--- src/rtl/xibe_pkg.sv ---
// ----------------------------------------------------------------------------
// x86 instruction byte encoder package
// Shared constants, slot layout and the queue entry type.
// ----------------------------------------------------------------------------
package xibe_pkg;

    localparam int IN_TDATA_W  = 104;
    localparam int OUT_TDATA_W = 8;
    localparam int NUM_SLOTS   = 14;

    localparam int DEFAULT_QUEUE_DEPTH = 2;

    // Input field offsets inside the slave tdata.
    localparam int OFS_PREFIX = 0;
    localparam int OFS_OPCODE = 3;
    localparam int OFS_MODRM  = 11;
    localparam int OFS_MOD    = 12;
    localparam int OFS_REG    = 14;
    localparam int OFS_RM     = 18;
    localparam int OFS_SCALE  = 22;
    localparam int OFS_INDEX  = 24;
    localparam int OFS_BASE   = 28;
    localparam int OFS_DISP   = 32;
    localparam int OFS_IMM    = 64;
    localparam int OFS_ISZ    = 96;

    // Fixed byte slots in emission order.
    localparam int SLOT_OPSIZE = 0;
    localparam int SLOT_REX    = 1;
    localparam int SLOT_ESC    = 2;
    localparam int SLOT_OPC    = 3;
    localparam int SLOT_MODRM  = 4;
    localparam int SLOT_SIB    = 5;
    localparam int SLOT_DISP   = 6;
    localparam int SLOT_IMM    = 10;

    localparam logic [7:0] BYTE_OPSIZE = 8'h66;
    localparam logic [7:0] BYTE_ESC    = 8'h0F;
    localparam logic [3:0] REX_W_HIGH  = 4'h4;

    localparam int PF_OPSIZE = 0;
    localparam int PF_REX    = 1;
    localparam int PF_ESC    = 2;

    localparam logic [1:0] MOD_NODISP = 2'd0;
    localparam logic [1:0] MOD_DISP8  = 2'd1;
    localparam logic [1:0] MOD_DISP32 = 2'd2;
    localparam logic [1:0] MOD_REG    = 2'd3;

    localparam logic [2:0] RM_SIB    = 3'd4;
    localparam logic [2:0] RM_DISP32 = 3'd5;

    localparam logic [1:0] ISZ_NONE = 2'd0;
    localparam logic [1:0] ISZ_ONE  = 2'd1;
    localparam logic [1:0] ISZ_TWO  = 2'd2;
    localparam logic [1:0] ISZ_FOUR = 2'd3;

    typedef struct packed {
        logic [NUM_SLOTS-1:0]      mask;
        logic [NUM_SLOTS-1:0][7:0] bytes;
    } t_entry;

endpackage

--- src/rtl/x86_instruction_byte_encoder.sv ---
// ----------------------------------------------------------------------------
// x86 instruction byte encoder
// Turns one decoded instruction description into its machine code bytes.
// ----------------------------------------------------------------------------
// Each accepted description yields 1 to 14 byte transfers on the master side,
// one per cycle while i_m_axis_tready is high, with tlast on the final byte;
// the single-byte output port limits the sustained input rate of descriptions.
// A description enters the front register the cycle after it is accepted; its
// first byte then passes through the queue and the sequencer's slot registers
// into the output register. The front register plus QUEUE_DEPTH queue entries
// let the slave side keep accepting while the output stalls or serializes.
module x86_instruction_byte_encoder import xibe_pkg::*; #(
    parameter int QUEUE_DEPTH = DEFAULT_QUEUE_DEPTH
) (
    input  logic                   i_clk,
    input  logic                   i_rst_n,
    input  logic                   i_s_axis_tvalid,
    output logic                   o_s_axis_tready,
    // prefix_flags[2:0], opcode[10:3], has_modrm[11], addr_mode[13:12],
    // reg_field[17:14], rm_field[21:18], scale[23:22], index_reg[27:24],
    // base_reg[31:28], displacement[63:32], immediate[95:64],
    // imm_size[97:96], zero fill[103:98]
    input  logic [IN_TDATA_W-1:0]  i_s_axis_tdata,
    output logic                   o_m_axis_tvalid,
    input  logic                   i_m_axis_tready,
    // code_byte[7:0]
    output logic [OUT_TDATA_W-1:0] o_m_axis_tdata,
    output logic                   o_m_axis_tlast
);

    logic   front_valid;
    logic   front_ready;
    t_entry front_entry;
    logic   queue_valid;
    logic   queue_ready;
    t_entry queue_entry;

    xibe_front u_front (
        .i_clk       (i_clk),
        .i_rst_n     (i_rst_n),
        .i_tvalid    (i_s_axis_tvalid),
        .o_tready    (o_s_axis_tready),
        .i_tdata     (i_s_axis_tdata),
        .o_ent_valid (front_valid),
        .i_ent_ready (front_ready),
        .o_entry     (front_entry)
    );

    xibe_queue #(
        .DEPTH (QUEUE_DEPTH)
    ) u_queue (
        .i_clk        (i_clk),
        .i_rst_n      (i_rst_n),
        .i_push_valid (front_valid),
        .o_push_ready (front_ready),
        .i_push_entry (front_entry),
        .o_pop_valid  (queue_valid),
        .i_pop_ready  (queue_ready),
        .o_pop_entry  (queue_entry)
    );

    xibe_back u_back (
        .i_clk       (i_clk),
        .i_rst_n     (i_rst_n),
        .i_ent_valid (queue_valid),
        .o_ent_ready (queue_ready),
        .i_entry     (queue_entry),
        .o_tvalid    (o_m_axis_tvalid),
        .i_tready    (i_m_axis_tready),
        .o_tdata     (o_m_axis_tdata),
        .o_tlast     (o_m_axis_tlast)
    );

endmodule

--- src/rtl/xibe_front.sv ---
// ----------------------------------------------------------------------------
// Encoder front end
// Accepts instruction descriptions and lays their bytes into fixed slots.
// ----------------------------------------------------------------------------
module xibe_front import xibe_pkg::*; (
    input  logic                  i_clk,
    input  logic                  i_rst_n,
    input  logic                  i_tvalid,
    output logic                  o_tready,
    input  logic [IN_TDATA_W-1:0] i_tdata,
    output logic                  o_ent_valid,
    input  logic                  i_ent_ready,
    output t_entry                o_entry
);

    logic         r_valid;
    t_entry       r_entry;
    t_entry       n_entry;

    logic [2:0]   pf;
    logic [7:0]   opc;
    logic         has_modrm;
    logic [1:0]   mod_f;
    logic [3:0]   reg_f;
    logic [3:0]   rm_f;
    logic [1:0]   scale_f;
    logic [3:0]   idx_f;
    logic [3:0]   base_f;
    logic [31:0]  disp;
    logic [31:0]  imm;
    logic [1:0]   isz;
    logic         sib;
    logic         disp1;
    logic         disp4;
    logic         take;

    assign pf        = i_tdata[OFS_PREFIX +: 3];
    assign opc       = i_tdata[OFS_OPCODE +: 8];
    assign has_modrm = i_tdata[OFS_MODRM];
    assign mod_f     = i_tdata[OFS_MOD +: 2];
    assign reg_f     = i_tdata[OFS_REG +: 4];
    assign rm_f      = i_tdata[OFS_RM +: 4];
    assign scale_f   = i_tdata[OFS_SCALE +: 2];
    assign idx_f     = i_tdata[OFS_INDEX +: 4];
    assign base_f    = i_tdata[OFS_BASE +: 4];
    assign disp      = i_tdata[OFS_DISP +: 32];
    assign imm       = i_tdata[OFS_IMM +: 32];
    assign isz       = i_tdata[OFS_ISZ +: 2];

    assign sib   = (mod_f != MOD_REG) && (rm_f[2:0] == RM_SIB);
    assign disp1 = has_modrm && (mod_f == MOD_DISP8);
    assign disp4 = has_modrm && ((mod_f == MOD_DISP32) ||
                   ((mod_f == MOD_NODISP) &&
                    ((rm_f[2:0] == RM_DISP32) || (sib && (base_f[2:0] == RM_DISP32)))));

    always_comb begin
        n_entry = '0;
        n_entry.bytes[SLOT_OPSIZE] = BYTE_OPSIZE;
        n_entry.bytes[SLOT_REX]    = {REX_W_HIGH, 1'b1, reg_f[3],
                                      sib & idx_f[3], sib ? base_f[3] : rm_f[3]};
        n_entry.bytes[SLOT_ESC]    = BYTE_ESC;
        n_entry.bytes[SLOT_OPC]    = opc;
        n_entry.bytes[SLOT_MODRM]  = {mod_f, reg_f[2:0], rm_f[2:0]};
        n_entry.bytes[SLOT_SIB]    = {scale_f, idx_f[2:0], base_f[2:0]};
        for (int i = 0; i < 4; i++) begin
            n_entry.bytes[SLOT_DISP + i] = disp[8*i +: 8];
            n_entry.bytes[SLOT_IMM + i]  = imm[8*i +: 8];
        end
        n_entry.mask[SLOT_OPSIZE]    = pf[PF_OPSIZE];
        n_entry.mask[SLOT_REX]       = pf[PF_REX];
        n_entry.mask[SLOT_ESC]       = pf[PF_ESC];
        n_entry.mask[SLOT_OPC]       = 1'b1;
        n_entry.mask[SLOT_MODRM]     = has_modrm;
        n_entry.mask[SLOT_SIB]       = has_modrm && sib;
        n_entry.mask[SLOT_DISP]      = disp1 || disp4;
        n_entry.mask[SLOT_DISP + 1]  = disp4;
        n_entry.mask[SLOT_DISP + 2]  = disp4;
        n_entry.mask[SLOT_DISP + 3]  = disp4;
        n_entry.mask[SLOT_IMM]       = (isz != ISZ_NONE);
        n_entry.mask[SLOT_IMM + 1]   = (isz == ISZ_TWO) || (isz == ISZ_FOUR);
        n_entry.mask[SLOT_IMM + 2]   = (isz == ISZ_FOUR);
        n_entry.mask[SLOT_IMM + 3]   = (isz == ISZ_FOUR);
    end

    assign o_tready    = !r_valid || i_ent_ready;
    assign take        = i_tvalid && o_tready;
    assign o_ent_valid = r_valid;
    assign o_entry     = r_entry;

    always_ff @(posedge i_clk) begin
        if (!i_rst_n) begin
            r_valid <= 1'b0;
        end else if (o_tready) begin
            r_valid <= i_tvalid;
        end
        if (take) begin
            r_entry <= n_entry;
        end
    end

endmodule

--- src/rtl/xibe_queue.sv ---
// ----------------------------------------------------------------------------
// Encoder slot queue
// Small register queue that decouples the front end from the byte sequencer.
// ----------------------------------------------------------------------------
module xibe_queue import xibe_pkg::*; #(
    parameter int DEPTH = DEFAULT_QUEUE_DEPTH
) (
    input  logic   i_clk,
    input  logic   i_rst_n,
    input  logic   i_push_valid,
    output logic   o_push_ready,
    input  t_entry i_push_entry,
    output logic   o_pop_valid,
    input  logic   i_pop_ready,
    output t_entry o_pop_entry
);

    localparam int PTR_W = $clog2(DEPTH);
    localparam int CNT_W = $clog2(DEPTH + 1);

    t_entry             r_mem [DEPTH];
    logic [PTR_W-1:0]   r_wr_ptr;
    logic [PTR_W-1:0]   r_rd_ptr;
    logic [CNT_W-1:0]   r_count;
    logic               push;
    logic               pop;

    assign o_push_ready = (r_count != CNT_W'(DEPTH));
    assign o_pop_valid  = (r_count != '0);
    assign o_pop_entry  = r_mem[r_rd_ptr];
    assign push         = i_push_valid && o_push_ready;
    assign pop          = o_pop_valid && i_pop_ready;

    always_ff @(posedge i_clk) begin
        if (!i_rst_n) begin
            r_wr_ptr <= '0;
            r_rd_ptr <= '0;
            r_count  <= '0;
        end else begin
            if (push) begin
                r_wr_ptr <= (r_wr_ptr == PTR_W'(DEPTH - 1)) ? '0 : r_wr_ptr + 1'b1;
            end
            if (pop) begin
                r_rd_ptr <= (r_rd_ptr == PTR_W'(DEPTH - 1)) ? '0 : r_rd_ptr + 1'b1;
            end
            if (push && !pop) begin
                r_count <= r_count + 1'b1;
            end else if (pop && !push) begin
                r_count <= r_count - 1'b1;
            end
        end
        if (push) begin
            r_mem[r_wr_ptr] <= i_push_entry;
        end
    end

    a_count_bound: assert property (@(posedge i_clk) disable iff (!i_rst_n)
        r_count <= CNT_W'(DEPTH))
        else $error("queue count exceeds depth");

    a_push_seen: assert property (@(posedge i_clk) disable iff (!i_rst_n)
        (r_count == '0) && push |=> o_pop_valid)
        else $error("entry pushed into empty queue is not visible");

    a_ptr_agree: assert property (@(posedge i_clk) disable iff (!i_rst_n)
        (r_count == '0) || (r_count == CNT_W'(DEPTH)) |-> (r_wr_ptr == r_rd_ptr))
        else $error("queue pointers disagree with count");

endmodule

--- src/rtl/xibe_back.sv ---
// ----------------------------------------------------------------------------
// Encoder byte sequencer
// Walks the valid slots of one entry and sends one code byte per transfer.
// ----------------------------------------------------------------------------
module xibe_back import xibe_pkg::*; (
    input  logic                   i_clk,
    input  logic                   i_rst_n,
    input  logic                   i_ent_valid,
    output logic                   o_ent_ready,
    input  t_entry                 i_entry,
    output logic                   o_tvalid,
    input  logic                   i_tready,
    output logic [OUT_TDATA_W-1:0] o_tdata,
    output logic                   o_tlast
);

    logic [NUM_SLOTS-1:0]      r_mask;
    logic [NUM_SLOTS-1:0]      n_mask;
    logic [NUM_SLOTS-1:0][7:0] r_bytes;
    logic                      r_out_valid;
    logic                      n_out_valid;
    logic [7:0]                r_out_data;
    logic [7:0]                n_out_data;
    logic                      r_out_last;
    logic                      n_out_last;

    logic [NUM_SLOTS-1:0]      pick;
    logic [NUM_SLOTS-1:0]      rest;
    logic [7:0]                sel_byte;
    logic                      out_free;
    logic                      emit;
    logic                      load;

    assign pick     = r_mask & (~r_mask + 1'b1);
    assign rest     = r_mask & ~pick;
    assign out_free = !r_out_valid || i_tready;
    assign emit     = out_free && (r_mask != '0);

    assign o_ent_ready = (r_mask == '0) || (emit && (rest == '0));
    assign load        = i_ent_valid && o_ent_ready;

    always_comb begin
        sel_byte = '0;
        for (int i = 0; i < NUM_SLOTS; i++) begin
            sel_byte = sel_byte | (r_bytes[i] & {8{pick[i]}});
        end
    end

    always_comb begin
        n_mask      = r_mask;
        n_out_valid = r_out_valid;
        n_out_data  = r_out_data;
        n_out_last  = r_out_last;
        if (load) begin
            n_mask = i_entry.mask;
        end else if (emit) begin
            n_mask = rest;
        end
        if (emit) begin
            n_out_valid = 1'b1;
            n_out_data  = sel_byte;
            n_out_last  = (rest == '0);
        end else if (i_tready) begin
            n_out_valid = 1'b0;
        end
    end

    always_ff @(posedge i_clk) begin
        if (!i_rst_n) begin
            r_mask      <= '0;
            r_out_valid <= 1'b0;
        end else begin
            r_mask      <= n_mask;
            r_out_valid <= n_out_valid;
        end
        r_out_data <= n_out_data;
        r_out_last <= n_out_last;
        if (load) begin
            r_bytes <= i_entry.bytes;
        end
    end

    assign o_tvalid = r_out_valid;
    assign o_tdata  = r_out_data;
    assign o_tlast  = r_out_last;

    a_one_pick: assert property (@(posedge i_clk) disable iff (!i_rst_n)
        emit |-> $onehot(pick))
        else $error("sequencer picked no single slot");

    a_opcode_slot: assert property (@(posedge i_clk) disable iff (!i_rst_n)
        load |=> r_mask[SLOT_OPC])
        else $error("loaded entry lacks the opcode slot");

    a_mid_not_last: assert property (@(posedge i_clk) disable iff (!i_rst_n)
        emit && (rest != '0) |=> o_tvalid && !o_tlast && (r_mask != '0))
        else $error("byte marked last while slots remain");

endmodule
--- config.mk ---
export PLATFORM = sky130hd
export DESIGN_NAME = x86_instruction_byte_encoder
export DESIGN_NICKNAME = d
export VERILOG_FILES = /design/src/rtl/xibe_pkg.sv /design/src/rtl/x86_instruction_byte_encoder.sv /design/src/rtl/xibe_front.sv /design/src/rtl/xibe_queue.sv /design/src/rtl/xibe_back.sv
export SDC_FILE = /design/constraint.sdc
export NUM_CORES = 1
export LEC_CHECK = 0
export ABC_CLOCK_PERIOD_IN_PS = 6000
export BUFFER_PORTS_ARGS = -buffer_cell sky130_fd_sc_hd__buf_2
export CAP_MARGIN = 5
export CORE_UTILIZATION = 53
export DETAILED_ROUTE_END_ITERATION = 8
export HOLD_SLACK_MARGIN = 0.15
export PLACE_DENSITY_LB_ADDON = 0.15
export SYNTH_ARGS = -nofsm -noshare
export SYNTH_HDL_FRONTEND = slang
export SYNTH_SLANG_ARGS = --single-unit
export TNS_END_PERCENT = 100
--- constraint.sdc ---
create_clock -name i_clk -period 6 [get_ports i_clk]
set_clock_uncertainty 0.2 [all_clocks]
set_input_delay 0.3 -clock i_clk [delete_from_list [all_inputs] [get_ports i_clk]]
set_output_delay 0.3 -clock i_clk [all_outputs]
set_load 0.05 [all_outputs]
## After elaboration in Yosys (flattened, before gate mapping)

Memory sizes are Yosys's and may differ from the RTL's. A register that Yosys moved wholly into a read port is not among the register bits.
Cells that the tools add are included.

| storage, ports and cells | value |
|---|---|
| RAM bits | 208 |
| word-level logic and storage cells | 128 |
| memories | 1 |
| output and inout port bits | 11 |
| flip-flop bits (word level) | 244 |
| bits of input ports | 108 |

| cells by class | value |
|---|---|
| bitwise logic cells | 32 |
| equal/unequal tests | 9 |
| reduce and logical (&&, ||, !) cells | 33 |
| add/subtract/negate cells | 5 |
| multiplexer cells | 13 |

Memories:

| memory | depth | bits a word | read ports | clocked after memory_dff | write ports | RTL line | source |
|---|---|---|---|---|---|---|---|
| u_queue.r_mem | 2 | 104 | 1 | 1 | 1 | xibe_queue.sv:21 | `t_entry r_mem [DEPTH];` |

Operators by type and width:

| kind | number |
|---|---|
| 8-bit AND | 14 |
| 8-bit bitwise OR | 13 |
| 14-bit AND | 2 |
| 14-bit zero test | 2 |
| 14-bit 2-to-1 mux | 2 |
| 14-bit inverter | 2 |
| 14-bit by 1-bit adder with 14-bit output, second input constant | 1 |
| 14-bit nonzero test | 1 |
| 1-bit logical AND | 13 |
| 2-bit nonzero test | 5 |
| 3-bit == test, second input constant | 3 |
| 1-bit 2-to-1 mux | 9 |
| 1-bit logical OR | 7 |
| 2-bit == test, second input constant | 3 |
| 1-bit zero test | 4 |
| 2-bit 2-to-1 mux | 2 |
| 2-bit inequality test, second input constant | 2 |
| 1-bit adder, second input constant | 2 |
| 2-bit by 1-bit adder with 2-bit output, second input constant | 1 |
| 2-bit by 1-bit == test with 1-bit output, second input constant | 1 |
| 2-bit zero test | 1 |
| 2-bit by 1-bit subtractor with 2-bit output, second input constant | 1 |
| 1-bit AND | 1 |

## Logic depth before layout (Yosys ltp)

Gate-level depths: netlist of the first run.

| logic depth | value |
|---|---|
| depth in word-level cells | 17 |
| depth in mapped cells | 11 |
| mapped depth without buffers | 9 |

## By module

A second synthesis of the first run with hierarchy kept.

| unflattened totals | value |
|---|---|
| cell total of the unflattened synthesis | 909 |
| area, all modules | 18173.7 um2 |

Modules (own cells, without submodules):

| module | area an instance (um2) | times used | sequential area each (um2) | cells each |
|---|---|---|---|---|
| xibe_queue | 9486.6 | 1 | 7667.4 | 416 |
| xibe_back | 5306.3 | 1 | 3933.8 | 344 |
| xibe_front | 3380.7 | 1 | 3052.9 | 149 |

## Least setup slack after synthesis of the first run

No wires, ideal clock.

| timing | value |
|---|---|
| path kind | register to register |
| start point | reg u_queue.r_count[0] |
| end point | mem u_queue.r_mem[0][0] in the netlist's numbering, enable pin |
| arrival | 5012 ps |
| path buffers | 1 |
| library setup time | 563 ps |
| required time | 5237 ps |
| stages on the path, launching flop included | 5 |
| period minus slack after synthesis | 5775 ps |
| setup slack | 225 ps |
| path through | dfxtp_1 -> clkbuf_1 -> nand2b_1 -> nand2_1 -> nor2_1 |

| on the way | value |
|---|---|
| longest elaborated chain between the ends | 4 |

RTL lines:

| element | RTL line | source |
|---|---|---|
| start, declared | xibe_queue.sv:24 | `logic [CNT_W-1:0] r_count;` |
| start signal, assigned | xibe_queue.sv:47 | `r_count <= r_count + 1'b1;` |
| start signal, assigned | xibe_queue.sv:49 | `r_count <= r_count - 1'b1;` |
| 2-bit inequality test | xibe_queue.sv:28 | `assign o_push_ready = (r_count != CNT_W'(DEPTH));` |
| 1-bit logical AND | xibe_queue.sv:31 | `assign push = i_push_valid && o_push_ready;` |
| 1-bit 2-to-1 mux | xibe_queue.sv:52 | `if (push) begin` |
| 1-bit 2-to-1 mux (not written as such) | xibe_queue.sv:53 | `r_mem[r_wr_ptr] <= i_push_entry;` |
| end, declared | xibe_queue.sv:21 |  |

Every way passes these cells.

## Worst setup path after layout of the first run

| timing | value |
|---|---|
| start point | reg u_back.r_mask[3] |
| end point | reg u_queue.r_count[1] |

| on the way | value |
|---|---|
| longest elaborated chain between the ends | 12 |
| elaborated cells between the ends (all ways) | 17 |
| those cells by class | 1 x add/sub; 1 x mux; 4 x bitwise; 11 x reduce/logical |

RTL lines:

| element | RTL line | source |
|---|---|---|
| start, declared | xibe_back.sv:17 | `logic [NUM_SLOTS-1:0] r_mask;` |
| start signal, assigned | xibe_back.sv:73 | `r_mask <= n_mask;` |
| 14-bit inverter | xibe_back.sv:34 | `assign pick = r_mask & (~r_mask + 1'b1);` |
| 14-bit by 1-bit adder with 14-bit output | xibe_back.sv:34 |  |
| 14-bit AND | xibe_back.sv:34 |  |
| 14-bit inverter | xibe_back.sv:35 | `assign rest = r_mask & ~pick;` |
| 14-bit AND | xibe_back.sv:35 |  |
| 14-bit zero test | xibe_back.sv:39 | `assign o_ent_ready = (r_mask == '0) \|\| (emit && (rest == '0));` |
| 1-bit logical AND | xibe_back.sv:39 |  |
| 1-bit logical OR * | xibe_back.sv:39 |  |
| 1-bit logical AND * | xibe_queue.sv:32 | `assign pop = o_pop_valid && i_pop_ready;` |
| 1-bit zero test | xibe_queue.sv:46 | `if (push && !pop) begin` |
| 1-bit logical AND | xibe_queue.sv:46 |  |
| 2-bit 2-to-1 mux or 2-bit nonzero test (tied branches) | -- |  |

Every way passes the cells marked *; elsewhere a longest branch is shown, timed or not.
A chain may end at the register's enable or synchronous reset.

==> results of run 1 <==
[layout by cell type (no fill, tap or decap), drive strengths merged, types with 9 or more instances in the layout]
cell,count
a221oi,11
a22oi,12
buf,119
clkbuf,51
clkinv,17
dfxtp,21
dlygate4sd3,102
edfxtp,403
mux2,92
mux2i,10
nand2,21
nand3,12
nor2,19
nor3,9
o21ai,14
[logic make-up after synthesis]
| family | Yosys count |
|---|---|
| DFF | 424 |
| buffers and inverters | 38 |
| muxes | 102 |
| AOI/OAI and AO/OA | 89 |
| and+or+nand+nor | 99 |
| xor gates and xnor gates | 2 |
| adders and majority gates | 2 |
[registers in the layout, summed over array words and instances (netlist names), named ones only]
signal / count
u_queue.r_rd_ptr: 1
u_front.o_ent_valid: 1
u_back.o_tvalid: 1
u_back.o_tlast: 1
u_front.o_entry: 101
u_queue.r_count: 2
u_back.r_bytes: 91
u_queue.r_wr_ptr: 1
u_back.r_mask: 14
u_back.o_tdata: 8
u_queue.r_mem: 202
[layer usage]
layer | vias up | part of all wire, % | wire, µm | track usage, %
met5 | - | 0 | 0 | 0
met2 | 204 | 48 | 13200 | 30.8
li1 | 3506 | - | - | -
met3 | 41 | 5.0 | 1360 | 3.54
met4 | 0 | 2.1 | 568 | 5.98
met1 | 3744 | 45 | 12200 | 26.8
[critical path: cells and delay by family (launching register included)]
| kind | cells | cell delay (ns) |
|---|---|---|
| flops | 1 | 0.53 |
| fa+ha+maj | 1 | 0.36 |
| compound gates | 3 | 0.66 |
| simple gates | 4 | 2.23 |
[Yosys cell counts (all sizes together) (2+ instances only)]
| cell | n |
|---|---|
| o41ai | 2 |
| a21boi | 3 |
| edfxtp | 403 |
| nand2b | 3 |
| o22ai | 5 |
| inv | 6 |
| nor2 | 19 |
| nand2 | 21 |
| nor3 | 9 |
| a21oi | 7 |
| o21ai | 14 |
| dfxtp | 21 |
| buf | 9 |
| nor4b | 2 |
| or2 | 2 |
| o311ai | 3 |
| nand3 | 12 |
| o211ai | 5 |
| or4 | 2 |
| a22oi | 12 |
| nand4 | 3 |
| a221oi | 11 |
| mux2 | 92 |
| and2 | 7 |
| nor3b | 4 |
| a22o | 6 |
| clkbuf | 23 |
| nor2b | 3 |
| mux2i | 10 |
| a221o | 7 |
| or3 | 3 |
| a222oi | 5 |
| and3 | 5 |
| nor4 | 3 |
| a211oi | 2 |
[worst max path at each step]
stage	from	end	cells after the start
finish	u_back.r_mask[3]	u_queue.r_count[1]	8
floorplan	u_queue.r_count[0]	u_queue.r_mem[0][0]	4
global placement	u_back.r_mask[3]	u_queue.r_count[1]	8
detailed placement	u_back.r_mask[3]	u_queue.r_count[1]	8
global route	u_back.r_mask[3]	u_queue.r_count[1]	8
CTS	u_back.r_mask[3]	u_queue.r_count[1]	8
[power by group through the flow]
stage,registers (mW),logic [mW],clock network (mW)
global placement,4.45,1.86,0
floorplan,4.44,1.32,0
CTS,4.42,1.97,2.55
detailed placement,4.47,1.91,0
global route,4.47,2.10,2.67
finish,4.42,1.95,2.50
[per-stage QoR]
step | hold WS [ns] | instances
after global routing | 0.251 | 1396
final | 0.244 | 1396
after floorplan | 0.199 | 756
after global placement | 0.227 | 1221
after CTS | 0.244 | 1396
after detailed placement | 0.230 | 1221
[final cells by class]
cell class                 count  area (µm²)  area share, %
clock buffer                  51        1110           6.01
tap                          378         473           2.57
inverter                       6        23.8          0.129
clock inverter                22         208           1.13
timing repair buffer         221        1650           8.94
sequential                   424       12500           68.0
multi-input combinational    294        2430           13.2
[timing repair]
action / CTS / global route
hold buffers: 102 / 0
setup buffers: 0 / 0
endpoints found under the hold margin: 121 / 0
==> flow_metrics.py, run 1 <==
metrics = {
    "cells_and_area": {
        "syn_to_final_growth_pct": 21.9,
        "utilization_pct": 65.9,
        "fin_area_um2": 18400,
        "drive_gt1_share_pct": 28.1,
        "antenna_cells": 0,
        "nets": 1099,
        "n_fill_cell": 1912,
    },
    "hold_path": {
        "whs_path_depth": 0,
        "hold_class": "flip-flop to flip-flop",
        "hold_end": "u_queue.r_mem[0][40]",
        "min-delay-start": "u_front.o_entry[61]",
    },
    "place": {
        "io_buffers": 112,
        "dp_slack_ns": 1.99,
        "place_area_um2": 16100,
        "hpwl_mm": 15.9,
        "gp_congestion": 0.774,
    },
    "clock_network": {
        "root_buffer": "clkbuf_16",
        "clk_latency_ns": 0.52,
        "cts_buffer_depth": 3,
        "clkSlewWorstSetupHoldPaths_ns": 0.06,
        "h-tree-depth": 2,
        "cts_resized": 0,
        "cts_sinks": 424,
        "numCtsBuffers": 43,
        "cts_tree": "yes",
    },
    "synthesis": {
        "syn_area_um2": 15100,
        "ys_top_cells_by_area": "edfxtp_1, mux2_2, dfxtp_1, mux2i_1, a221oi_1",
        "syn_avg_cell_area_um2": 20.0,
        "synthCells": 756,
        "yosysTopAreaCellShare_pct": 80.1,
        "synth_warnings": 0,
        "synth_compound_area_share_pct": 4.61,
        "synthArstFlopShare_pct": 0,
        "synth-seq-cells": 424,
        "synthAdderAreaFrac_pct": 0.149,
        "synth-simple-area-share_pct": 3.59,
        "synth_top_family_by_area": "multiplexers",
        "yosysSeqAreaShare_pct": 82.9,
        "synthXorXnorAreaFrac_pct": 0.116,
        "syn-num-nets": 865,
        "synth-edff-count": 403,
        "synth.area.mux_share_pct": 7.52,
        "synth_largest_area_cell": "edfxtp_1",
        "synth_cell_types": 57,
        "ys.flop_type": "edfxtp_1",
    },
    "critical_path": {
        "required_ns": 6.25,
        "max_stage_delay_ns": 0.77,
        "r2r_cells": 8,
        "path_cells": "or4_1 -> nor2_1 -> a22oi_1 -> nor4_4 -> o22ai_1 -> ha_1 -> or3_1 -> a21boi_0",
        "start_kind": "flip-flop",
        "rr_startpoint": "u_back.r_mask[3]",
        "critPathCaptureType": "flip-flop",
        "cp_max_fo": 19,
        "regToRegSetupSlack_ns": 1.95,
        "crit_arrival_ns": 4.30,
        "slowest_stage": "nor2_1",
        "path_class": "flip-flop to flip-flop",
        "r2r_end": "u_queue.r_count[1]",
    },
    "route": {
        "antenna_left": 0,
        "wl_per_cell_um": 19.6,
        "dr.pass1.iters": 5,
        "first_iter_violations": 651,
        "routed_wl_mm": 27.3,
        "remaining_drc_errors": 0,
        "num_vias": 7495,
        "via_per_inst": 5.37,
    },
    "sta": {
        "max_freq_ghz": 0.247,
        "min_period_ns": 4.05,
        "slew_violations": 0,
        "min_period_over_period_pct": 67.5,
        "tns_ns": 0,
        "hold_viol_final": 0,
        "setup_viol": 0,
        "rsz0062_at_grt": "no",
        "final.setup.worst_slack_ns": 1.95,
        "tightest_slew_ns": 1.19,
        "maxSlewHeadroom_pct": 20.7,
    },
    "flow_run": {
        "drv_cap": 0,
    },
    "power": {
        "swShare_pct": 29.4,
        "pwr-share-clk_pct": 28.2,
        "p_leak_nw": 6.32,
        "seq_power_share_pct": 49.8,
        "p_per_area_nw_per_um2": 482,
        "p_int_mw": 6.26,
        "ir_drop_mv": 0.422,
        "p_sw_mw": 2.60,
        "p_comb_share_pct": 22.0,
        "total_power_mw": 8.87,
    },
    "floorplanning": {
        "fp-row-count": 61,
        "die_h_um": 171,
        "die-area_um2": 29200,
        "coreArea_um2": 27900,
        "start_util_pct": 54.1,
        "dieWidth_um": 171,
        "ios": 119,
    },
    "grt": {
        "grt_antenna_before_repair": 0,
        "grt_pass1_wl_mm": 41.3,
        "grt_usage_pct": 19.2,
        "grt-ovfl-total": 0,
        "first_global_vias": 7343,
        "grt_max_degree": 92,
    },
    "status": {
        "status": "completed",
    },
}
(Power assumes the default switching activity.)
==> inputs of run 2 (changes only) <==
- ABC_CLOCK_PERIOD_IN_PS: 6000 -> 3800
- CORE_UTILIZATION: 53 -> 59
- clock period: 6 -> 3.8 ns (I/O delays scaled with it)
==> run 2 against run 1 <==
Global-route usage grew 2.5 points. Final cell count shrank 2.4%. Via count grew 0.93%. Maximum frequency grew 20%. Utilization grew 7.5 points. Setup slack lost 1.5 ns. First-iteration DRC count shrank 0.15%. Combinational power grew 64%. Total power grew 57%. Non-clock buffer count grew 12. Sequential share of layout area shrank 0.12 points. Hold slack lost 0.072 ns. Critical endpoint is now u_back.r_bytes[101]. Largest power group unchanged.
==> flow_metrics.py, run 2 (synthesis results as in run 1) <==
metrics = {
    "cells_and_area": {
        "drive_gt1_share_pct": 27.7,
        "syn_to_final_growth_pct": 22.1,
        "antenna_cells": 0,
        "regMostFlops": "u_queue.r_mem",
        "nets": 1110,
        "largest_reg_flops": 202,
        "layout_commonest_cell": "edfxtp_1",
        "mostFrequentLayoutCells": "edfxtp_1, buf_2, dlygate4sd3_1, mux2_2, clkbuf_16",
    },
    "place": {
        "hpwl_mm": 15.9,
        "io_buffers": 112,
        "gp_congestion": 0.806,
        "dp_slack_ns": 0.460,
    },
    "hold_path": {
        "min-delay-start": "i_s_axis_tdata[9]",
        "hold_class": "input port to flip-flop",
        "hold_end": "u_front.o_entry[30]",
        "whs_path_depth": 2,
    },
    "sta": {
        "min_period_ns": 3.36,
        "hold_viol_final": 0,
        "tns_ns": 0,
        "rsz0062_at_grt": "no",
        "tightest_slew_ns": 0.915,
        "min_period_over_period_pct": 88.5,
        "slew_violations": 0,
        "setup_viol": 0,
        "maxSlewHeadroom_pct": 39.0,
        "final.setup.worst_slack_ns": 0.437,
        "max_freq_ghz": 0.297,
    },
    "clock_network": {
        "numCtsBuffers": 42,
        "clk_latency_ns": 0.53,
        "cts_tree": "yes",
        "cts_buffer_depth": 3,
        "h-tree-depth": 2,
        "cts_sinks": 424,
        "cts_resized": 0,
        "root_buffer": "clkbuf_16",
        "clkSlewWorstSetupHoldPaths_ns": 0.07,
    },
    "floorplanning": {
        "coreArea_um2": 25100,
        "start_util_pct": 60.2,
        "die_h_um": 162,
        "die-area_um2": 26200,
        "dieWidth_um": 162,
        "ios": 119,
        "fp-row-count": 58,
    },
    "route": {
        "wl_per_cell_um": 20.1,
        "num_vias": 7565,
        "routed_wl_mm": 27.4,
        "via_per_inst": 5.55,
        "dr.pass1.iters": 5,
        "first_iter_violations": 650,
        "antenna_left": 0,
        "remaining_drc_errors": 0,
    },
    "grt": {
        "first_global_vias": 7739,
        "grt_pass1_wl_mm": 42.6,
        "grt_usage_pct": 21.7,
        "grt_max_degree": 68,
        "grt_antenna_before_repair": 0,
        "grt-ovfl-total": 0,
    },
    "critical_path": {
        "r2r_cells": 7,
        "start_kind": "flip-flop",
        "crit_arrival_ns": 3.37,
        "rr_startpoint": "u_back.r_mask[0]",
        "r2r_end": "u_back.r_bytes[101]",
        "slowest_stage": "or4_4",
        "max_stage_delay_ns": 0.63,
        "cp_max_fo": 39,
        "path_class": "flip-flop to flip-flop",
        "critPathCaptureType": "flip-flop",
        "path_cells": "or4_4 -> o41ai_2 -> a22oi_1 -> nor4_4 -> o22ai_1 -> clkinvlp_4 -> buf_12",
        "required_ns": 3.80,
        "regToRegSetupSlack_ns": 0.44,
        "critPathLaunch": "u_back.r_mask[0]",
    },
    "power": {
        "ir_drop_mv": 0.478,
        "p_per_area_nw_per_um2": 753,
        "p_leak_nw": 6.35,
    },
    "flow_run": {
        "drv_cap": 0,
    },
    "status": {
        "status": "completed",
    },
}
## run 2: cell types whose count changed in the layout (fill, tap and decap cells not counted)
cell           delta
clkbuf_1          +2
clkinv_4          +1
buf_12            +4
dlygate4sd3_1     +7
bufinv_16         -3
clkinv_1          +6
clkinv_2          -3
buf_4             +1
## run 2: layout make-up
class / instances / area [µm²]
Fill cell: 1518 / 6670
Tap cell: 330 / 413
Multi-Input combinational cell: 294 / 2430
Clock buffer: 53 / 1110
Timing Repair Buffer: 233 / 1800
Clock inverter: 23 / 131
Sequential cell: 424 / 12500
Inverter: 6 / 26.3
## run 2: worst max path at each step
| stage | endpoint | slack [ns] | depth (start not counted) |
|---|---|---|---|
| 6_report | u_back.r_bytes[101] | 0.44 | 7 |
| 2_1_floorplan | u_queue.r_mem[1][0] | 0.04 | 3 |
| 5_1_grt | u_back.r_bytes[101] | 0.30 | 7 |
| 3_3_place_gp | u_back.r_bytes[101] | 0.55 | 7 |
| 3_5_place_dp | u_back.r_bytes[67] | 0.46 | 7 |
| 4_1_cts | u_back.r_bytes[101] | 0.46 | 7 |
## run 2: critical path: cells and delay by family, from the launching register on
family                 cells  cell delay, ns
AO/OA/AOI/OAI              3            0.67
buffers and inverters      2            0.69
flip-flops                 1            0.41
AND/OR/NAND/NOR            2            1.02
## run 2: layer usage
| metal | share of wire (%) | GRT usage, % |
|---|---|---|
| met1 | 43 | 30.3 |
| met3 | 5.3 | 3.73 |
| met2 | 50 | 35.3 |
| met4 | 1.8 | 6.73 |
| met5 | 0 | 0 |
## run 2: power by group
group          leakage, nW  internal (mW)  switching (mW)
combinational         1.79           1.19            2.01
sequential            3.95           6.45           0.512
clock                0.612           2.14            1.60
total                 6.35           9.77            4.12
## run 2: what timing repair did
item / 4_1_cts / 5_1_grt
hold buffers: 109 / 0
setup buffers: 0 / 0
endpoints found under the setup margin: 0 / 0
endpoints found under the hold margin: 122 / 0
## run 2: metrics by stage
stage | instances | total power [mW] | hold slack, ns | cell area (µm²) | util (%)
global route | 1363 | 14.5 | 0.161 | 18400 | 73.5
CTS | 1363 | 14.0 | 0.151 | 18400 | 73.5
global placement | 1178 | 10.0 | 0.167 | 16100 | 64.2
finish | 1363 | 13.9 | 0.173 | 18400 | 73.5
floorplan | 756 | 9.06 | 0.0889 | 15100 | -
detailed placement | 1178 | 10.1 | 0.168 | 16100 | 64.2
